==> src/rtl/sorted_priority_queue_top_macros.svh <==
// Assertion macros used by the sorted priority queue top module.
`ifndef SORTED_PRIORITY_QUEUE_TOP_MACROS_SVH
`define SORTED_PRIORITY_QUEUE_TOP_MACROS_SVH

// Concurrent assertion sampled on the clock, muted while reset is applied.
`define SPQ_ASSERT(label, prop, msg) \
  label: assert property (@(posedge clk_i) disable iff (!rst_ni) prop) else $error(msg);

// Implication checked in the cycle after its condition, for results that follow an accepted word.
`define SPQ_ASSERT_NEXT(label, cond, prop, msg) \
  label: assert property (@(posedge clk_i) disable iff (!rst_ni) (cond) |=> (prop)) \
    else $error(msg);

`endif

==> src/rtl/spq_pkg.sv <==
// Types and constants of the sorted priority queue.
package spq_pkg;

  localparam int unsigned DataW  = 32;
  localparam int unsigned PrioW  = 16;
  localparam int unsigned CountW = 5;

  localparam logic MODE_PUSH = 1'b0;
  localparam logic MODE_POP  = 1'b1;

  typedef enum logic [1:0] {
    ST_DONE      = 2'd0,
    ST_FULL      = 2'd1,
    ST_NOT_FOUND = 2'd2
  } status_e;

  typedef struct packed {
    logic                     mode;
    logic signed [DataW-1:0]  item_data;
    logic signed [PrioW-1:0]  item_priority;
  } in_t;

  typedef struct packed {
    status_e                  status;
    logic signed [DataW-1:0]  removed_data;
    logic                     head_valid;
    logic signed [DataW-1:0]  head_data;
    logic signed [PrioW-1:0]  head_priority;
    logic [CountW-1:0]        entry_count;
  } out_t;

  // One stored entry of a cell.
  typedef struct packed {
    logic                     valid;
    logic signed [DataW-1:0]  data;
    logic signed [PrioW-1:0]  prio;
  } entry_t;

  // Command broadcast to every cell for the current word.
  typedef struct packed {
    logic                     push_en;
    logic                     pop_en;
    logic signed [DataW-1:0]  data;
    logic signed [PrioW-1:0]  prio;
  } cmd_t;

endpackage

==> src/rtl/sorted_priority_queue_top.sv <==
// Sorted priority queue: a row of DEPTH cells kept in descending priority order.
// It takes one word per cycle while in_ready_o is high: a push or pop is applied to all cells at once in the
// cycle it is accepted (each cell compares its priority against the broadcast one and
// keeps, takes the new entry, or takes a neighbor's entry), and the result word is
// registered, so it appears in the cycle after acceptance. The input is accepted
// whenever the output register is empty or being drained. There is no clearing pass
// after reset; the queue is empty and ready at once.
module sorted_priority_queue_top #(
  parameter int unsigned DEPTH = 16
) (
  input  logic           clk_i,
  input  logic           rst_ni,
  input  logic           in_valid_i,
  output logic           in_ready_o,
  input  spq_pkg::in_t   in_data_i,
  output logic           out_valid_o,
  input  logic           out_ready_i,
  output spq_pkg::out_t  out_data_o
);

  `include "sorted_priority_queue_top_macros.svh"

  localparam int unsigned CntW = $clog2(DEPTH + 1);

  spq_pkg::entry_t ent   [DEPTH];
  spq_pkg::entry_t nxt   [DEPTH];
  logic [DEPTH-1:0] ge_v, match_v, hit_v, valid_v;

  spq_pkg::cmd_t   cmd;
  logic            in_acc;
  logic            full, found;
  logic [CntW-1:0] count_q, count_d;
  logic signed [spq_pkg::DataW-1:0] removed;

  logic            out_valid_q;
  spq_pkg::out_t   out_q, out_d;

  logic            push_full, flag_full;

  assign in_ready_o = !out_valid_q || out_ready_i;
  assign in_acc     = in_valid_i && in_ready_o;

  assign full  = ent[DEPTH-1].valid;
  assign found = |match_v;

  assign cmd.push_en = in_acc && (in_data_i.mode == spq_pkg::MODE_PUSH) && !full;
  assign cmd.pop_en  = in_acc && (in_data_i.mode == spq_pkg::MODE_POP) && found;
  assign cmd.data    = in_data_i.item_data;
  assign cmd.prio    = in_data_i.item_priority;

  for (genvar i = 0; i < DEPTH; i++) begin : g_cell
    spq_pkg::entry_t left, right;
    logic            prev_ge, prev_match;

    if (i == 0) begin : g_first
      assign left       = '0;
      assign prev_ge    = 1'b1;
      assign prev_match = 1'b0;
    end else begin : g_mid
      assign left       = ent[i-1];
      assign prev_ge    = ge_v[i-1];
      assign prev_match = match_v[i-1];
    end

    if (i == DEPTH - 1) begin : g_last
      assign right = '0;
    end else begin : g_inner
      assign right = ent[i+1];
    end

    spq_cell u_cell (
      .clk_i        (clk_i),
      .rst_ni       (rst_ni),
      .cmd_i        (cmd),
      .left_i       (left),
      .right_i      (right),
      .prev_ge_i    (prev_ge),
      .prev_match_i (prev_match),
      .ge_o         (ge_v[i]),
      .match_o      (match_v[i]),
      .hit_o        (hit_v[i]),
      .entry_o      (ent[i]),
      .next_o       (nxt[i])
    );

    assign valid_v[i] = ent[i].valid;
  end

  // At most one cell flags the first match, so an AND-OR picks its data.
  always_comb begin
    removed = '0;
    for (int i = 0; i < DEPTH; i++) begin
      removed = removed | (hit_v[i] ? ent[i].data : '0);
    end
  end

  always_comb begin
    count_d = count_q;
    if (cmd.push_en) begin
      count_d = count_q + CntW'(1);
    end else if (cmd.pop_en) begin
      count_d = count_q - CntW'(1);
    end
  end

  always_comb begin
    out_d.status       = spq_pkg::ST_DONE;
    out_d.removed_data = '0;
    if (in_data_i.mode == spq_pkg::MODE_POP) begin
      if (found) begin
        out_d.removed_data = removed;
      end else begin
        out_d.status = spq_pkg::ST_NOT_FOUND;
      end
    end else if (full) begin
      out_d.status = spq_pkg::ST_FULL;
    end
    out_d.head_valid    = nxt[0].valid;
    out_d.head_data     = nxt[0].valid ? nxt[0].data : '0;
    out_d.head_priority = nxt[0].valid ? nxt[0].prio : '0;
    out_d.entry_count   = spq_pkg::CountW'(count_d);
  end

  always_ff @(posedge clk_i or negedge rst_ni) begin
    if (!rst_ni) begin
      count_q     <= '0;
      out_valid_q <= 1'b0;
    end else begin
      count_q <= count_d;
      if (in_acc) begin
        out_valid_q <= 1'b1;
      end else if (out_ready_i) begin
        out_valid_q <= 1'b0;
      end
    end
  end

  always_ff @(posedge clk_i) begin
    if (in_acc) begin
      out_q <= out_d;
    end
  end

  assign out_valid_o = out_valid_q;
  assign out_data_o  = out_q;

  assign push_full = in_acc && (in_data_i.mode == spq_pkg::MODE_PUSH) && full;
  assign flag_full = (out_q.status == spq_pkg::ST_FULL);

  `SPQ_ASSERT(a_count_matches_cells, $countones(valid_v) == int'(count_q), "count mismatch")
  `SPQ_ASSERT(a_head_sorted, valid_v[1] |-> (ent[0].prio >= ent[1].prio), "head out of order")
  `SPQ_ASSERT_NEXT(a_full_push, push_full, flag_full && $stable(count_q), "full push missed")

endmodule

==> src/rtl/spq_cell.sv <==
// One queue cell: holds an entry and shifts it toward either neighbor.
module spq_cell (
  input  logic            clk_i,
  input  logic            rst_ni,
  input  spq_pkg::cmd_t   cmd_i,
  input  spq_pkg::entry_t left_i,
  input  spq_pkg::entry_t right_i,
  input  logic            prev_ge_i,
  input  logic            prev_match_i,
  output logic            ge_o,
  output logic            match_o,
  output logic            hit_o,
  output spq_pkg::entry_t entry_o,
  output spq_pkg::entry_t next_o
);

  logic                           valid_q;
  logic signed [spq_pkg::DataW-1:0] data_q;
  logic signed [spq_pkg::PrioW-1:0] prio_q;
  spq_pkg::entry_t                  next_d;
  logic                             pop_shift;

  assign entry_o = '{valid: valid_q, data: data_q, prio: prio_q};

  assign ge_o    = valid_q && (prio_q >= cmd_i.prio);
  assign match_o = valid_q && (prio_q == cmd_i.prio);
  // Equal priorities are contiguous, so the first match follows a non-match.
  assign hit_o   = match_o && !prev_match_i;

  // A pop pulls every entry at or behind the removed one forward.
  assign pop_shift = cmd_i.pop_en && !(valid_q && (prio_q > cmd_i.prio));

  always_comb begin
    next_d = entry_o;
    if (cmd_i.push_en && !ge_o) begin
      if (prev_ge_i) begin
        next_d = '{valid: 1'b1, data: cmd_i.data, prio: cmd_i.prio};
      end else begin
        next_d = left_i;
      end
    end else if (pop_shift) begin
      next_d = right_i;
    end
  end

  assign next_o = next_d;

  always_ff @(posedge clk_i or negedge rst_ni) begin
    if (!rst_ni) begin
      valid_q <= 1'b0;
    end else begin
      valid_q <= next_d.valid;
    end
  end

  always_ff @(posedge clk_i) begin
    data_q <= next_d.data;
    prio_q <= next_d.prio;
  end

endmodule

==> config.mk <==
export PLATFORM = sky130hd
export DESIGN_NAME = sorted_priority_queue_top
export DESIGN_NICKNAME = d
export VERILOG_FILES = /design/src/rtl/spq_pkg.sv /design/src/rtl/sorted_priority_queue_top.sv /design/src/rtl/spq_cell.sv
export VERILOG_INCLUDE_DIRS = /design/src /design/src/rtl
export SDC_FILE = /design/constraint.sdc
export NUM_CORES = 2
export LEC_CHECK = 0
export ABC_CLOCK_PERIOD_IN_PS = 9900
export BUFFER_PORTS_ARGS = -buffer_cell sky130_fd_sc_hd__buf_2
export CAP_MARGIN = 0
export CORE_MARGIN = 2
export CORE_UTILIZATION = 35
export DETAILED_ROUTE_END_ITERATION = 6
export GPL_TIMING_DRIVEN = 0
export PLACE_DENSITY_LB_ADDON = 0.1
export RECOVER_POWER = 25
export SETUP_SLACK_MARGIN = 0.5
export SLEW_MARGIN = 5
export SYNTH_ARGS = -nofsm -noshare
export SYNTH_HDL_FRONTEND = slang
export SYNTH_SLANG_ARGS = --single-unit
==> constraint.sdc <==
create_clock -name clk_i -period 9.9 [get_ports clk_i]
set_clock_uncertainty 0.05 [all_clocks]
set_input_delay 0 -clock clk_i [delete_from_list [all_inputs] [get_ports clk_i]]
set_output_delay 0 -clock clk_i [all_outputs]
set_load 0.005 [all_outputs]
After elaboration in Yosys (flattened, before gate mapping):

Cells that the tools add are included.

* word-level logic and storage cells: 360
* memories: 0
* output and inout port bits: 90
* ROM bits: 0
* input port bits: 53
* bits in latches: 0
* RAM bits: 0
* register bits: 878

* div/mod/pow operators: 0
* bitwise operators: 16
* equality and inequality tests: 16
* shift operators: 0
* reductions and logical operators: 168
* multiplexer cells: 70
* add/subtract/negate cells: 2
* $mul: 0
* $lt $le $gt $ge: 32

Operators by type and width (count)
* two-way mux 49 bit: 47
* two-way mux 32 bit: 16
* bitwise OR 32 bit: 15
* equality test 16 bit: 16
* greater-or-equal comparator 16 bit: 16
* > comparator 16 bit: 16
* logical AND 1 bit: 100
* logical NOT 1 bit: 49
* nonzero test 2 bit: 16
* OR reduction 16 bit: 1
* two-way mux 5 bit: 2
* adder 5 x 1 -> 5 bit (second input constant): 1
* subtractor 5 x 1 -> 5 bit (second input constant): 1
* two-way mux 2 bit: 2
* two-way mux 1 bit: 3
* AND reduction 2 bit: 1
* logical OR 1 bit: 1
* NOT 1 bit: 1

Logic depth before layout (Yosys ltp):

* depth in word-level cells: 20
* gate-level depth with buffers: 15
* depth with buffers taken out: 10

Modules after synthesis:

Synthesis repeated with hierarchy kept, for this count alone.

* cells, all modules: 7425
* area total of the unflattened synthesis: 62018.2 sq um

Modules (own cells, without submodules)
* spq_cell: cells each 429, instances 16, area each 3485.8 sq um, seq. area each 985.9 sq um
* sorted_priority_queue_top: cells each 561, instances 1, area each 6244.7 sq um, seq. area each 2792.7 sq um

Worst setup path before layout:

Ideal clock, no wire load.

* kind: in2reg
* from: input port in_data_i[15] in the netlist's numbering
* to: register g_cell[11].u_cell.data_q[0] in the netlist's numbering (enable)
* slack: 3694 ps
* buffers on the path: 2
* data required time: 9330 ps
* library setup time: 520 ps
* stages on the path: 10
* data arrival time: 5636 ps
* path through: clkbuf_1 inv_1 ha_1 nand4_1 nor4_1 a222oi_1 nand4_1 o21ai_1 clkbuf_1 o21ai_0

* longest elaborated chain between the ends: 6
* elaborated cells on any way between the ends: 43
* those cells by class: order compare: 2; eq/ne: 16; reduce/logical: 25

RTL lines
* from (decl): RTL line sorted_priority_queue_top.sv:15 `input spq_pkg::in_t in_data_i,`
* parallel branches: the longest is 5 deep, another holds greater-or-equal comparator 16 bit
* nonzero test 2 bit (no source line) (*)
* to (signal assigned): RTL line spq_cell.sv:57 `data_q <= next_d.data;`
* to (decl): RTL line spq_cell.sv:18 `logic signed [spq_pkg::DataW-1:0] data_q;`

Every way passes the cells marked *.
A chain may end at the register's enable or synchronous reset.

==> results.sh <==
export IMPL_max_clock_freq_ghz=0.1375
export IMPL_power_density_nw_per_um2=198.8
export IMPL_gr_total_overflow=0
export IMPL_crit_path_end="g_cell[10].u_cell.data_q[30]$_DFFE_PP_"
export IMPL_areaGrowthSynthToFinish_pct=15.94
export IMPL_yosysTopAreaCellShare_pct=46.76
export IMPL_cts_sinks=878
export IMPL_synth_area_leaders="edfxtp_1 (47%), mux2i_1 (13%), ha_1 (6.2%)"
export IMPL_die_w_um=389.0
export IMPL_ys_warn_count=0
export IMPL_port_buffers=127
export IMPL_post_dp_cell_area_um2=56080
export IMPL_pin_count=143
export IMPL_violations="DRC, capacitance limit, slew limit"
export IMPL_fillers=14540
export IMPL_fin_crit_sh_pct=73.45
export IMPL_synth_most_common_cell="edfxtp_1"
export IMPL_crit_path_max_fanout=17
export IMPL_yosys_top_cells_count="edfxtp_1 (808), mux2i_1 (657), a21oi_1 (523), o21ai_0 (512), nor2_1 (489)"
export IMPL_clockBufferDepth=3
export IMPL_ys_flop_type="edfxtp_1"
export IMPL_finalPower_mw=11.96
export IMPL_path_class="input pin to register"
export IMPL_cts_tree="built"
export IMPL_wl_per_cell_um=37.37
export IMPL_reg2reg_to="g_cell[10].u_cell.data_q[30]$_DFFE_PP_"
export IMPL_arrival_ns=7.68
export IMPL_start_util_pct=35.18
export IMPL_r2r_worst_path_cells=10
export IMPL_final_max_slew_viol_count=223
export IMPL_firstDrtPassIters=7
export IMPL_hold_viol=0
export IMPL_gp_congestion=0.9732
export IMPL_cp_startpoint="in_data_i[8]"
export IMPL_clk_pin_slew_ns=0.06
export IMPL_grt_pass1_wl_um=367000
export IMPL_syn_nets=5246
export IMPL_final_cells=7294
export IMPL_cts_buffers_inserted=106
export IMPL_netlist_instances=4935
export IMPL_worst_pin_slew_ns=3.605
export IMPL_worstReg2RegStart="g_cell[9].u_cell.prio_q[7]$_DFFE_PP_"
export IMPL_clock_root_buffer="clkbuf_16"
export IMPL_drt_iter0_markers=7499
export IMPL_critPathCaptureType="register"
export IMPL_start_kind="input pin"
export IMPL_synthesis_area_um2=51890
export IMPL_hold_buffers=54
export IMPL_h_tree_depth=3
export IMPL_fp_dieH_um=389.0
export IMPL_rsz0062_at_grt="no"
export IMPL_vias_per_cell=6.464
export IMPL_nNetsFinal=5577
export IMPL_design_area_um2=60160
export IMPL_grt_usage_pct=34.86
export IMPL_synth_edf_count=808
export IMPL_cap_violations=13
export IMPL_clock_latency_ns=0.78
export IMPL_cellLeakagePower_nw=23.14
export IMPL_fin_crit_ns=7.271
export IMPL_finalSetupViolations=0
export IMPL_ys_ff_latch=878
export IMPL_vias=47150
export IMPL_multi_input_area_um2=24280
export IMPL_vdd_drop_max_mv=0.1490
export IMPL_grt_max_degree=55
export IMPL_hold_class="input pin to register"
export IMPL_finalWirelength_um=272600
export IMPL_drive_gt1_share_pct=8.420
export IMPL_outcome="finished with violations"
export IMPL_required_ns=10.31
export IMPL_ys_async_sr_fraction_pct=2.506
export IMPL_grt_pass1_vias=43880
export IMPL_seq_area_um2=25770
export IMPL_relSlewSlack_pct=-140.3
export IMPL_synth_seq_area_share_pct=49.67
export IMPL_core_rowCount=141
export IMPL_avgSynthCellArea_um2=10.51
export IMPL_core_area_um2=147500
export IMPL_cts_resized=0
export IMPL_drcViolationCount=40
export IMPL_synth_area_leader_cell="edfxtp_1"
export IMPL_grt_antenna_before_repair=16
export IMPL_die_area_um2=151400
export IMPL_post_cts_setup_buffers=0
export IMPL_place_inst=7033
export IMPL_r2r_slack_ns=3.38
export IMPL_antenna_left=0
export IMPL_yosysUniqueCellTypes=73
export IMPL_hpwl_um=194400
[cells in the final DEF, fill, tap and decap left out, types with 74 or more instances in the layout]
master / n
nand2_1: 351
a21oi_1: 521
clkbuf_1: 374
nor2_1: 486
buf_2: 146
clkbuf_16: 108
o21ai_0: 515
edfxtp_1: 808
a31oi_1: 90
ha_1: 258
a222oi_1: 76
a21o_1: 74
mux2i_1: 657
[state kept, by name, indices dropped and copies added (netlist names)]
register and count:
count_q 5, g_cell.u_cell.valid_q 16, g_cell.u_cell.prio_q 256, out_valid_o 1, out_data_o 88, g_cell.u_cell.data_q 512
[power breakdown]
group / switching, mW / internal, mW
sequential: 0.244 / 4.40
combinational: 2.03 / 0.965
clock: 1.80 / 2.52
total: 4.08 / 7.89
[stage by stage]
stage	TNS, ns	utilization [%]	hold WS, ns	setup WS, ns
floorplan	0	-	-0.3456	3.694
global placement	-803.12	37.25	0.02233	-4.168
detailed placement	0	38.02	0.02351	2.926
CTS	0	40.89	0.02297	3.146
global route	0	40.78	0.1063	2.639
finish	0	40.79	0.07748	2.629
[final cells by class]
cell class	count	area share (%)
sequential	878	42.84
multi-input combinational	3567	40.36
clock buffer	150	4.971
tap	1930	4.014
timing repair buffer	223	3.240
buffer	424	2.966
clock inverter	48	1.156
inverter	66	0.4139
antenna	8	0.03328
[logic make-up (layout without fill, tap and decap cells)]
logic type / Yosys count / count (layout) / synth area share [%]
DFF: 878 / 878 / 49.67
AOI/OAI and AO/OA: 1572 / 1572 / 18.42
and+or+nand+nor: 1072 / 1072 / 8.982
muxes: 661 / 661 / 12.76
other: 0 / 8 / 0
xor gates and xnor gates: 4 / 4 / 0.06753
adders and majority gates: 258 / 258 / 6.221
buffers and inverters: 490 / 911 / 3.880
[metal layers]
metal / GRT usage (%) / vias up / wire (um)
met5: 0 / - / 64
met4: 19.53 / 10 / 17470
met3: 10.55 / 712 / 32090
met2: 49.72 / 3278 / 111200
met1: 46.82 / 23580 / 111800
li1: - / 19570 / -
[how the worst min path moves through the flow]
| stage | start | endpoint | slack, ns | depth (start not counted) |
|---|---|---|---|---|
| final | out_ready_i | out_valid_o$_DFFE_PN0P_ | 0.08 | 4 |
| after CTS | out_ready_i | out_valid_o$_DFFE_PN0P_ | 0.02 | 4 |
| after floorplan | rst_ni | count_q[0]$_DFF_PN0_ | -0.35 | 0 |
| after detailed placement | rst_ni | count_q[4]$_DFF_PN0_ | 0.02 | 1 |
| after global placement | rst_ni | count_q[4]$_DFF_PN0_ | 0.02 | 1 |
| after global routing | out_ready_i | out_valid_o$_DFFE_PN0P_ | 0.11 | 4 |
[critical path, cell delays in order]
cell           delay (ns)
dlygate4sd3_1        0.53
clkbuf_1             0.61
inv_1                0.66
ha_1                 0.53
nand4_1              0.13
nor4_1               0.94
a221oi_1             0.24
mux2_1               0.47
o21ai_0              0.94
clkbuf_1             1.02
clkbuf_1             1.19
mux2i_1              0.29
a21oi_1              0.10
No activity file was read; power rests on OpenSTA's default activity.
